**config.mk**
```make
export PLATFORM = sky130hd
export DESIGN_NAME = calibration_table_floor_lookup
export DESIGN_NICKNAME = d
export VERILOG_FILES = /design/src/rtl/ctfl_pkg.sv /design/src/rtl/ctfl_dpath.sv /design/src/rtl/ctfl_ctrl.sv /design/src/rtl/calibration_table_floor_lookup.sv
export VERILOG_INCLUDE_DIRS = /design/src /design/src/rtl
export SDC_FILE = /design/constraint.sdc
export NUM_CORES = 2
export LEC_CHECK = 0
export BUFFER_PORTS_ARGS = -buffer_cell sky130_fd_sc_hd__buf_2
export CAP_MARGIN = 20
export CORE_MARGIN = 2
export CORE_UTILIZATION = 46
export CTS_CLUSTER_SIZE = 25
export DETAILED_ROUTE_END_ITERATION = 10
export HOLD_SLACK_MARGIN = 0.02
export PLACE_DENSITY = 0.72
export SLEW_MARGIN = 20
export SYNTH_ARGS = -nofsm -noshare
export SYNTH_HDL_FRONTEND = slang
export SYNTH_SLANG_ARGS = --single-unit
export TNS_END_PERCENT = 20
```
**constraint.sdc**
```tcl
create_clock -name clk -period 6.65 [get_ports clk]
set_input_delay 0.665 -clock clk [delete_from_list [all_inputs] [get_ports clk]]
set_output_delay 0.665 -clock clk [all_outputs]
set_load 0.01 [all_outputs]
```
**src/rtl/assert_macros.svh**
```systemverilog
// ----------------------------------------------------------------------------
// assert_macros.svh
// Shared concurrent assertion macros for the calibration table RTL.
// ----------------------------------------------------------------------------
`ifndef ASSERT_MACROS_SVH
`define ASSERT_MACROS_SVH

// Check a property at every rising edge outside reset.
`define ASSERT_CLK(label, clk, rst_n, prop, msg) \
    label: assert property (@(posedge clk) disable iff (!rst_n) prop) \
        else $error(msg);

// Check that a condition never holds outside reset.
`define ASSERT_NEVER(label, clk, rst_n, cond, msg) \
    `ASSERT_CLK(label, clk, rst_n, !(cond), msg)

`endif

```
**src/rtl/ctfl_pkg.sv**
```systemverilog
// ----------------------------------------------------------------------------
// ctfl_pkg
// Types and codes shared by the calibration table controller and datapath.
// ----------------------------------------------------------------------------
package ctfl_pkg;

    localparam int KEY_W = 12;
    localparam int VAL_W = 16;
    localparam int CNT_W = 7;
    localparam int OP_W  = 2;
    localparam int ST_W  = 2;

    localparam logic [OP_W-1:0] OP_WRITE  = 2'd0;
    localparam logic [OP_W-1:0] OP_LOOKUP = 2'd1;
    localparam logic [OP_W-1:0] OP_CLEAR  = 2'd2;

    localparam logic [ST_W-1:0] ST_OK    = 2'd0;
    localparam logic [ST_W-1:0] ST_EMPTY = 2'd1;
    localparam logic [ST_W-1:0] ST_FULL  = 2'd2;

    typedef struct packed {
        logic [KEY_W-1:0] key;
        logic [VAL_W-1:0] shutter;
        logic [VAL_W-1:0] gain;
    } entry_t;

    typedef struct packed {
        logic latch;
        logic scan_start;
        logic scan_step;
        logic update;
        logic set_full;
        logic set_empty;
        logic clear;
        logic shift_start;
        logic shift_step;
        logic load_out;
    } ctfl_cmd_t;

    typedef struct packed {
        logic [OP_W-1:0] op;
        logic            empty;
        logic            full;
        logic            scan_done;
        logic            match;
        logic            shift_last;
    } ctfl_sts_t;

endpackage

```
**src/rtl/ctfl_dpath.sv**
```systemverilog
// ----------------------------------------------------------------------------
// ctfl_dpath
// Entry memory, scan and shift pointers, result staging and output register.
// ----------------------------------------------------------------------------
module ctfl_dpath
    import ctfl_pkg::*;
#(
    parameter int TABLE_DEPTH = 64
) (
    input  logic             clk,
    input  logic             rst_n,
    input  ctfl_cmd_t        cmd,
    output ctfl_sts_t        sts,
    input  logic [OP_W-1:0]  in_opcode,
    input  logic [KEY_W-1:0] in_band,
    input  logic [VAL_W-1:0] in_shutter,
    input  logic [VAL_W-1:0] in_gain,
    output logic [ST_W-1:0]  status,
    output logic [VAL_W-1:0] shutter_out,
    output logic [VAL_W-1:0] gain_out,
    output logic [CNT_W-1:0] entry_count
);

    `include "assert_macros.svh"

    localparam int AW = $clog2(TABLE_DEPTH);
    localparam int CW = $clog2(TABLE_DEPTH + 1);
    localparam logic [CW-1:0] DEPTH_C = CW'(TABLE_DEPTH);

    entry_t           mem [TABLE_DEPTH];

    logic [OP_W-1:0]  op_reg;
    logic [KEY_W-1:0] band_reg;
    logic [VAL_W-1:0] shutter_in_reg;
    logic [VAL_W-1:0] gain_in_reg;

    logic [CW-1:0]    used_reg;
    logic [CW-1:0]    ptr_reg;
    logic             pend_reg;
    logic [CW-1:0]    p_reg;
    logic             match_reg;
    logic [CW-1:0]    sptr_reg;
    logic [AW-1:0]    dst_reg;

    entry_t           rd_data_reg;
    entry_t           prev_reg;

    logic [ST_W-1:0]  stage_status_reg;
    logic [VAL_W-1:0] stage_shutter_reg;
    logic [VAL_W-1:0] stage_gain_reg;

    logic [ST_W-1:0]  out_status_reg;
    logic [VAL_W-1:0] out_shutter_reg;
    logic [VAL_W-1:0] out_gain_reg;
    logic [CNT_W-1:0] out_count_reg;

    logic             key_eq;
    logic             hit;
    logic             scan_end;
    logic             shift_more;
    logic             shift_last;
    logic             use_rd;
    logic [CW-1:0]    sptr_dec;
    entry_t           new_entry;
    logic             rd_en;
    logic [AW-1:0]    rd_addr;
    logic             wr_en;
    logic [AW-1:0]    wr_addr;
    entry_t           wr_data;

    assign key_eq     = (rd_data_reg.key == band_reg);
    assign hit        = pend_reg && (rd_data_reg.key >= band_reg);
    assign scan_end   = !hit && (ptr_reg == used_reg);
    assign shift_more = (sptr_reg > p_reg);
    assign shift_last = !shift_more && !pend_reg;
    assign use_rd     = scan_end || key_eq || (ptr_reg == CW'(1));
    assign sptr_dec   = sptr_reg - CW'(1);
    assign new_entry  = '{key: band_reg, shutter: shutter_in_reg, gain: gain_in_reg};

    assign sts.op         = op_reg;
    assign sts.empty      = (used_reg == '0);
    assign sts.full       = (used_reg == DEPTH_C);
    assign sts.scan_done  = hit || scan_end;
    assign sts.match      = match_reg;
    assign sts.shift_last = shift_last;

    always_comb
    begin
        rd_en   = 1'b0;
        rd_addr = ptr_reg[AW-1:0];
        wr_en   = 1'b0;
        wr_addr = p_reg[AW-1:0];
        wr_data = new_entry;
        if (cmd.scan_step && !hit && !scan_end)
        begin
            rd_en = 1'b1;
        end
        if (cmd.shift_step)
        begin
            if (shift_more)
            begin
                rd_en   = 1'b1;
                rd_addr = sptr_dec[AW-1:0];
            end
            if (pend_reg)
            begin
                wr_en   = 1'b1;
                wr_addr = dst_reg;
                wr_data = rd_data_reg;
            end
            else if (!shift_more)
            begin
                wr_en = 1'b1;
            end
        end
        if (cmd.update)
        begin
            wr_en = 1'b1;
        end
    end

    always_ff @(posedge clk)
    begin
        if (wr_en)
        begin
            mem[wr_addr] <= wr_data;
        end
        if (rd_en)
        begin
            rd_data_reg <= mem[rd_addr];
        end
    end

    always_ff @(posedge clk or negedge rst_n)
    begin
        if (!rst_n)
        begin
            used_reg  <= '0;
            ptr_reg   <= '0;
            pend_reg  <= 1'b0;
            p_reg     <= '0;
            match_reg <= 1'b0;
            sptr_reg  <= '0;
        end
        else
        begin
            if (cmd.clear)
            begin
                used_reg <= '0;
            end
            else if (cmd.shift_step && shift_last)
            begin
                used_reg <= used_reg + CW'(1);
            end

            if (cmd.scan_start)
            begin
                ptr_reg  <= '0;
                pend_reg <= 1'b0;
            end
            else if (cmd.scan_step)
            begin
                if (hit)
                begin
                    p_reg     <= ptr_reg - CW'(1);
                    match_reg <= key_eq;
                end
                else if (scan_end)
                begin
                    p_reg     <= ptr_reg;
                    match_reg <= 1'b0;
                end
                else
                begin
                    ptr_reg  <= ptr_reg + CW'(1);
                    pend_reg <= 1'b1;
                end
            end
            else if (cmd.shift_start)
            begin
                sptr_reg <= used_reg;
                pend_reg <= 1'b0;
            end
            else if (cmd.shift_step)
            begin
                if (shift_more)
                begin
                    sptr_reg <= sptr_dec;
                    pend_reg <= 1'b1;
                end
                else
                begin
                    pend_reg <= 1'b0;
                end
            end
        end
    end

    always_ff @(posedge clk)
    begin
        if (cmd.latch)
        begin
            op_reg            <= in_opcode;
            band_reg          <= in_band;
            shutter_in_reg    <= in_shutter;
            gain_in_reg       <= in_gain;
            stage_status_reg  <= ST_OK;
            stage_shutter_reg <= '0;
            stage_gain_reg    <= '0;
        end
        else if (cmd.set_empty)
        begin
            stage_status_reg <= ST_EMPTY;
        end
        else if (cmd.set_full)
        begin
            stage_status_reg <= ST_FULL;
        end
        else if (cmd.scan_step && (hit || scan_end) && (op_reg == OP_LOOKUP))
        begin
            stage_shutter_reg <= use_rd ? rd_data_reg.shutter : prev_reg.shutter;
            stage_gain_reg    <= use_rd ? rd_data_reg.gain : prev_reg.gain;
        end

        if (cmd.scan_step && pend_reg && !hit)
        begin
            prev_reg <= rd_data_reg;
        end

        if (cmd.shift_step && shift_more)
        begin
            dst_reg <= sptr_reg[AW-1:0];
        end

        if (cmd.load_out)
        begin
            out_status_reg  <= stage_status_reg;
            out_shutter_reg <= stage_shutter_reg;
            out_gain_reg    <= stage_gain_reg;
            out_count_reg   <= CNT_W'(used_reg);
        end
    end

    assign status      = out_status_reg;
    assign shutter_out = out_shutter_reg;
    assign gain_out    = out_gain_reg;
    assign entry_count = out_count_reg;

    `ASSERT_NEVER(a_used_range, clk, rst_n, used_reg > DEPTH_C, "entry count above depth")
    `ASSERT_CLK(a_scan_ptr, clk, rst_n, cmd.scan_step |-> (ptr_reg <= used_reg), "scan past end")
    `ASSERT_CLK(a_shift_ptr, clk, rst_n, cmd.shift_step |-> (sptr_reg >= p_reg), "shift below slot")

endmodule

```
**src/rtl/ctfl_ctrl.sv**
```systemverilog
// ----------------------------------------------------------------------------
// ctfl_ctrl
// Operation sequencer: dispatch, scan, update or insert, result hand-off.
// ----------------------------------------------------------------------------
module ctfl_ctrl
    import ctfl_pkg::*;
(
    input  logic      clk,
    input  logic      rst_n,
    input  logic      s_tvalid,
    output logic      s_tready,
    output logic      m_tvalid,
    input  logic      m_tready,
    input  ctfl_sts_t sts,
    output ctfl_cmd_t cmd
);

    `include "assert_macros.svh"

    localparam logic [2:0] S_IDLE     = 3'd0;
    localparam logic [2:0] S_DISPATCH = 3'd1;
    localparam logic [2:0] S_SCAN     = 3'd2;
    localparam logic [2:0] S_POST     = 3'd3;
    localparam logic [2:0] S_SHIFT    = 3'd4;
    localparam logic [2:0] S_RESULT   = 3'd5;

    logic [2:0] state_reg;
    logic [2:0] state_next;
    logic       out_valid_reg;
    logic       out_valid_next;

    always_comb
    begin
        state_next = state_reg;
        cmd        = '0;
        unique case (state_reg)
            S_IDLE:
            begin
                if (s_tvalid)
                begin
                    cmd.latch  = 1'b1;
                    state_next = S_DISPATCH;
                end
            end
            S_DISPATCH:
            begin
                unique case (sts.op)
                    OP_WRITE:
                    begin
                        cmd.scan_start = 1'b1;
                        state_next     = S_SCAN;
                    end
                    OP_LOOKUP:
                    begin
                        if (sts.empty)
                        begin
                            cmd.set_empty = 1'b1;
                            state_next    = S_RESULT;
                        end
                        else
                        begin
                            cmd.scan_start = 1'b1;
                            state_next     = S_SCAN;
                        end
                    end
                    OP_CLEAR:
                    begin
                        cmd.clear  = 1'b1;
                        state_next = S_RESULT;
                    end
                    default:
                    begin
                        state_next = S_RESULT;
                    end
                endcase
            end
            S_SCAN:
            begin
                cmd.scan_step = 1'b1;
                if (sts.scan_done)
                begin
                    state_next = S_POST;
                end
            end
            S_POST:
            begin
                state_next = S_RESULT;
                if (sts.op == OP_WRITE)
                begin
                    if (sts.match)
                    begin
                        cmd.update = 1'b1;
                    end
                    else if (sts.full)
                    begin
                        cmd.set_full = 1'b1;
                    end
                    else
                    begin
                        cmd.shift_start = 1'b1;
                        state_next      = S_SHIFT;
                    end
                end
            end
            S_SHIFT:
            begin
                cmd.shift_step = 1'b1;
                if (sts.shift_last)
                begin
                    state_next = S_RESULT;
                end
            end
            S_RESULT:
            begin
                if (!out_valid_reg || m_tready)
                begin
                    cmd.load_out = 1'b1;
                    state_next   = S_IDLE;
                end
            end
            default:
            begin
                state_next = S_IDLE;
            end
        endcase
    end

    always_comb
    begin
        if (cmd.load_out)
        begin
            out_valid_next = 1'b1;
        end
        else if (m_tready)
        begin
            out_valid_next = 1'b0;
        end
        else
        begin
            out_valid_next = out_valid_reg;
        end
    end

    always_ff @(posedge clk or negedge rst_n)
    begin
        if (!rst_n)
        begin
            state_reg     <= S_IDLE;
            out_valid_reg <= 1'b0;
        end
        else
        begin
            state_reg     <= state_next;
            out_valid_reg <= out_valid_next;
        end
    end

    assign s_tready = (state_reg == S_IDLE);
    assign m_tvalid = out_valid_reg;

    `ASSERT_CLK(a_load_free, clk, rst_n, cmd.load_out |-> (!out_valid_reg || m_tready), "result overrun")
    `ASSERT_CLK(a_shift_room, clk, rst_n, (state_reg == S_SHIFT) |-> !sts.full, "insert into full table")

endmodule

```
**src/rtl/calibration_table_floor_lookup.sv**
```systemverilog
// ----------------------------------------------------------------------------
// calibration_table_floor_lookup
// Ordered calibration table with write/update, floor lookup and clear.
// ----------------------------------------------------------------------------
// channel   dir  handshake          payload
// s_*       in   s_tvalid/s_tready  tuser: opcode; tdata: band, shutter, gain
// m_*       out  m_tvalid/m_tready  tuser: status; tdata: shutter, gain, count
//
// Lookup: one memory read per cycle while scanning.
// Write of a new key: scan to slot p, then shift entries up one per cycle
//   through the single-port-write entry memory.
// Clear, empty lookup and unused opcodes skip the scan. s_tready returns
//   in the cycle after the result loads. One item is in work at a time.
// Reset empties the table at once; entry contents are undefined until written.
// A waiting result holds in the output register while the next item is taken.
// ----------------------------------------------------------------------------
module calibration_table_floor_lookup
    import ctfl_pkg::*;
#(
    parameter int TABLE_DEPTH = 64
) (
    input  logic        clk,
    input  logic        rst_n,
    input  logic        s_tvalid,
    output logic        s_tready,
    input  logic [47:0] s_tdata,   // band[11:0], shutter_in[27:12], gain_in[43:28]
    input  logic [1:0]  s_tuser,   // opcode[1:0]
    output logic        m_tvalid,
    input  logic        m_tready,
    output logic [39:0] m_tdata,   // shutter_out[15:0], gain_out[31:16], entry_count[38:32]
    output logic [1:0]  m_tuser    // status[1:0]
);

    ctfl_cmd_t        cmd;
    ctfl_sts_t        sts;
    logic [VAL_W-1:0] shutter_out;
    logic [VAL_W-1:0] gain_out;
    logic [CNT_W-1:0] entry_count;

    ctfl_ctrl u_ctrl (
        .clk      (clk),
        .rst_n    (rst_n),
        .s_tvalid (s_tvalid),
        .s_tready (s_tready),
        .m_tvalid (m_tvalid),
        .m_tready (m_tready),
        .sts      (sts),
        .cmd      (cmd)
    );

    ctfl_dpath #(
        .TABLE_DEPTH (TABLE_DEPTH)
    ) u_dpath (
        .clk         (clk),
        .rst_n       (rst_n),
        .cmd         (cmd),
        .sts         (sts),
        .in_opcode   (s_tuser),
        .in_band     (s_tdata[11:0]),
        .in_shutter  (s_tdata[27:12]),
        .in_gain     (s_tdata[43:28]),
        .status      (m_tuser),
        .shutter_out (shutter_out),
        .gain_out    (gain_out),
        .entry_count (entry_count)
    );

    assign m_tdata = {1'b0, entry_count, gain_out, shutter_out};

endmodule

```
# Word level (Yosys, flattened, before mapping)
# Memory sizes are Yosys's and may differ from the RTL's. A register that Yosys moved wholly into a read port is not among the register bits.
# Cells that the tools add are included.
# op_classes
reduce_logical	38
addsub	4
bitwise_logic	4
n_lt_le_gt_ge	2
muxes	73
n_eq_ne	19
# op_table
operator	n
44-bit two-way mux	2
7-bit two-way mux	11
1-bit two-way mux	42
16-bit two-way mux	2
6-bit two-way mux	4
3-bit two-way mux	6
3-bit case mux with 6 select lines	1
7-bit by 1-bit adder with 7-bit output (second input constant)	2
2-bit nonzero test	7
7-bit by 1-bit subtractor with 7-bit output (second input constant)	2
12-bit == test	1
12-bit >= comparator	1
3-bit AND reduction	4
1-bit logical AND	11
2-bit inequality test (second input constant)	4
4-bit AND reduction	2
7-bit by 1-bit == test with 1-bit output (second input constant)	1
7-bit == test	1
7-bit == test (second input constant)	1
7-bit greater-than comparator	1
7-bit zero test	1
3-bit by 2-bit == test with 1-bit output (second input constant)	2
3-bit == test (second input constant)	2
2-bit two-way mux	3
other kinds (14)	26
# totals
elab_cells	164
inputBits	54
ram_bits	2816
regBits	193
n_memories	1
# mem_list
memory	depth	width	rd	rd_ports_with_merged_regs	wr	line	text
u_dpath.mem	64	44	1	1	1	ctfl_dpath.sv:30	entry_t mem [TABLE_DEPTH];

# Logic depth before layout (Yosys ltp)
# logic_depth
depth_word	9
ltp_mapped	17

# Modules after synthesis
# Synthesis repeated with hierarchy kept, for this count alone.
# unflattened
cells_unflattened	7440
hier_area_um2	119539.6
# by_module_without_submodules
module	seq_area_each_um2	area_per_inst_um2	instances	cells_per_inst
ctfl_dpath	91067.3	119126.8	1	7395
ctfl_ctrl	100.1	401.6	1	43
calibration_table_floor_lookup	0.0	11.3	1	2

# Least setup slack after synthesis
# OpenSTA, ideal clock, no wires.
# synth_timing
path_type	register to register
from	reg u_ctrl.state_reg[2]
to	mem u_dpath.mem[0][43] in the netlist's numbering (data pin)
path_slack_ns	1.810
path_stages_with_launch	8
n_path_buf	4
period_less_slack_ns	4.840
setup_time_ns	0.702
arrival_ns	4.138
t_required_ns	5.948
cell_sequence	dfrtp_1 -> nor3b_4 -> and2_1 -> clkbuf_1 -> clkbuf_1 -> clkbuf_1 -> clkbuf_1 -> o21ai_0
# synth_lines
element	line	text
start, declared	ctfl_ctrl.sv:27	logic [2:0] state_reg;
start signal, assigned	ctfl_ctrl.sv:153	state_reg <= state_next;
end, declared	ctfl_dpath.sv:30	

# Worst setup path after layout
# layout_timing
from	reg u_dpath.sptr_reg[4]
to	reg u_dpath.rd_data_reg[11] (netlist name)
# layout_via
elab_chain_cells	3
word_cells_on_any_way	6
cone_classes	add/sub (1); order compare (1); mux (4)
# layout_lines
element	line	text
start, declared	ctfl_dpath.sv:42	logic [CW-1:0] sptr_reg;
start signal, assigned	ctfl_dpath.sv:181	sptr_reg <= used_reg;
start signal, assigned	ctfl_dpath.sv:188	sptr_reg <= sptr_dec;
7-bit by 1-bit subtractor with 7-bit output or 7-bit greater-than comparator (tied branches)	ctfl_dpath.sv:77, ctfl_dpath.sv:74	
6-bit two-way mux or 1-bit two-way mux (tied branches)	ctfl_dpath.sv:100	if (shift_more)
6-bit two-way mux or 1-bit two-way mux (tied branches)	ctfl_dpath.sv:98	if (cmd.shift_step)
# Several ways; a longest one is shown, not always the timed one.
# A chain may end at the register's enable or synchronous reset.

==> results.toml <==
[global_routing]
grt_max_degree = 158
first_global_vias = 69820
globalRoute.totalOverflow = 0
antenna_found_initial = 15
grt_first_pass_wirelength_um = 477500
grtUsageTotal = 0.2467

[synth]
synth_area_leaders = "edfxtp_1, mux2i_1, nand2_1"
synth_ff_type = "edfxtp_1"
yosys_register_bits = 3053
synth_area_leader_cell = "edfxtp_1"
yosysSeqAreaShare = 0.7641
synth_edf_count = 2985
yosysWarnings = 0
syn-num-nets = 7947
async_flop_share = 0.01114
netlist_instances = 7868
avgSynthCellArea_um2 = 15.16
synth_area_um2 = 119300
yosysTopAreaCellShare = 0.7513
synth.distinct_cells = 63

[cts]
clock_path_buffers = 4
postCtsSetupRepairBufs = 0
tritoncts = "yes"
cts-resized-gates = 0
numCtsBuffers = 298
ctsHtreeMaxLevel = 5
clock-root-buffer = "clkbuf_16"
clk_pin_slew_ns = 0.06
cts_hold_buf = 47
cts_sinks = 3053
insertion_delay_ns = 0.96

[floorplanning]
die_h_um = 513.3
core_um2 = 257400
rows = 186
dieArea_um2 = 263500
die-width_um = 513.3
initial_utilization = 0.4636
pin_count = 98

[critical_path]
path_class = "flip-flop to flip-flop"
required_ns = 7.32
worstPathArrival_ns = 6.04
cp_max_fo = 37
start_kind = "flip-flop"
ff2ff_setup_slack_ns = 1.28
cp-end-kind = "flip-flop"

[run_status]
status = "finished, final reports clean"

[place]
hpwlAfterDp_um = 180500
port_buffers = 92
gp_congestion = 0.8586

[timing]
max_slew_margin = 0.1549
setup_viol = 0
fin_tns_setup_ns = 0
fmax_ghz = 0.1861
final.period_utilization = 0.8080
post-route-min-period_ns = 5.373
tightestPinTransition_ns = 1.236
clock_skew_ns = 0.05151
final_hold_viol_count = 0
slew_violations = 0
rsz0062_at_grt = "false"

[job]
cap_violations = 0

[finish]
fillers = 20010
post-route-util = 0.5242
final_common_cell = "edfxtp_1"
multi_input_area_um2 = 26770
drive_gt1_frac = 0.1116
largest_reg_flops = 2816
area_growth_pct = 13.09
fin_nets = 8132
final-seq-area_um2 = 91170
mostFrequentLayoutCells = "edfxtp_1, nand2_1, mux2i_1"

[routing]
num_vias = 72530
vias_per_cell = 6.227
met1_length_um = 122400
route.detailed.drc = 0
wl_met2_um = 156500
ant_nets = 0
drt_wl_total_um = 333100
dr.first_iter.drc_count = 10630
dr_wl_met3_um = 40930
highest_layer = "met5"
first_pass_iters = 7
drt-wirelength-per-cell_um = 28.60

[power_and_ir_drop]
ir_drop_mv = 0.6388
power.density_nw_per_um2 = 497.2
leakage_uw = 0.04617

[worst_hold_path]
hp-class = "primary input to flip-flop"
## worst max-delay path, cell delays in order, from the launching register on
cell and delay [ns]:
dfrtp_1 0.48, ha_1 0.35, nand4_1 0.19, a21oi_1 0.37
o21ai_2 0.13, inv_2 0.31, a21o_4 0.84, buf_4 0.38
mux4_2 0.53, a2111oi_0 0.77, nor3_1 0.09, or4_1 0.55
## power by group
part,internal (uW),total (uW),switching [uW]
registers,24600,25300,700
clock network,9010,15900,6920
logic,7700,25900,18200
total,41300,67100,25800
## metrics by stage
step	area [um^2]	hold WS, ns	setup WS [ns]	total power [uW]	std cells
2_1_floorplan	119300	0.3694	1.810	41550	7868
3_3_place_gp	125300	0.4145	1.384	50070	11090
3_5_place_dp	125400	0.4148	1.338	50750	11090
4_1_cts	134800	0.07456	1.315	66500	11640
5_1_grt	134900	0.1803	1.012	69480	11640
6_report	134900	0.1691	1.277	67080	11650
## metal layers
| metal | vias to the layer above | global-route usage |
|---|---|---|
| li1 | 30570 | - |
| met1 | 36180 | 0.3263 |
| met2 | 4944 | 0.3944 |
| met3 | 823 | 0.05778 |
| met4 | 4 | 0.09978 |
| met5 | - | 0 |
## cell families (layout without fill, tap and decap cells)
group / after synthesis / after routing / share of synthesized area
AOI/OAI and AO/OA: 1074 / 1074 / 0.05860
xor gates and xnor gates: 31 / 31 / 0.002276
adders and majority gates: 25 / 25 / 0.002622
buffers and inverters: 540 / 925 / 0.01955
DFF: 3053 / 3053 / 0.7641
muxes: 699 / 699 / 0.06478
other: 1 / 11 / 0.00003143
and+or+nand+nor: 2445 / 2445 / 0.08806
## cell usage after synthesis (4+ instances only)
cell / number
a21oi_1: 357
inv_1: 34
a31oi_1: 121
a21o_1: 9
o221ai_1: 122
a211oi_1: 82
nand2b_1: 5
clkbuf_1: 313
or3_1: 7
o21ai_0: 41
nor2_1: 142
dfrtp_1: 34
mux2i_1: 609
nor3_1: 135
nand3b_1: 5
buf_2: 118
mux4_2: 55
o31ai_1: 18
nand4_1: 26
xnor2_1: 17
nand3_1: 477
or4_1: 47
dfxtp_1: 34
edfxtp_1: 2985
nor3b_1: 6
ha_1: 25
nor4_1: 71
buf_6: 11
o22ai_1: 201
mux2_2: 35
xor2_1: 14
buf_4: 20
nor2b_1: 9
nand2_1: 1502
a2111oi_2: 4
and2_1: 4
a2111oi_0: 92
buf_1: 43
## area by class of cell
class | count | share of cell area
inverters | 35 | 0.0009736
diodes | 10 | 0.0001855
clock buffers | 383 | 0.05936
repair buffers | 390 | 0.02722
multi-input cells | 4275 | 0.1984
flip-flops and latches | 3053 | 0.6756
clock inverters | 117 | 0.006853
well taps | 3384 | 0.03138
## worst paths after layout
| kind | from | endpoint | depth (start not counted) |
|---|---|---|---|
| worst min-delay path | s_tvalid | u_ctrl.state_reg[0] | 5 |
| worst max register to register | u_dpath.sptr_reg[4] | u_dpath.rd_data_reg[11] | 11 |
| worst max-delay path | u_dpath.sptr_reg[4] | u_dpath.rd_data_reg[11] | 11 |
| min in group asynchronous | rst_n | u_ctrl.m_tvalid | 2 |
| max in group asynchronous | rst_n | u_dpath.used_reg[0] | 2 |
| worst min register to register | u_dpath.stage_gain_reg[4] | u_dpath.gain_out[4] | 0 |
(Power assumes the default switching activity.)
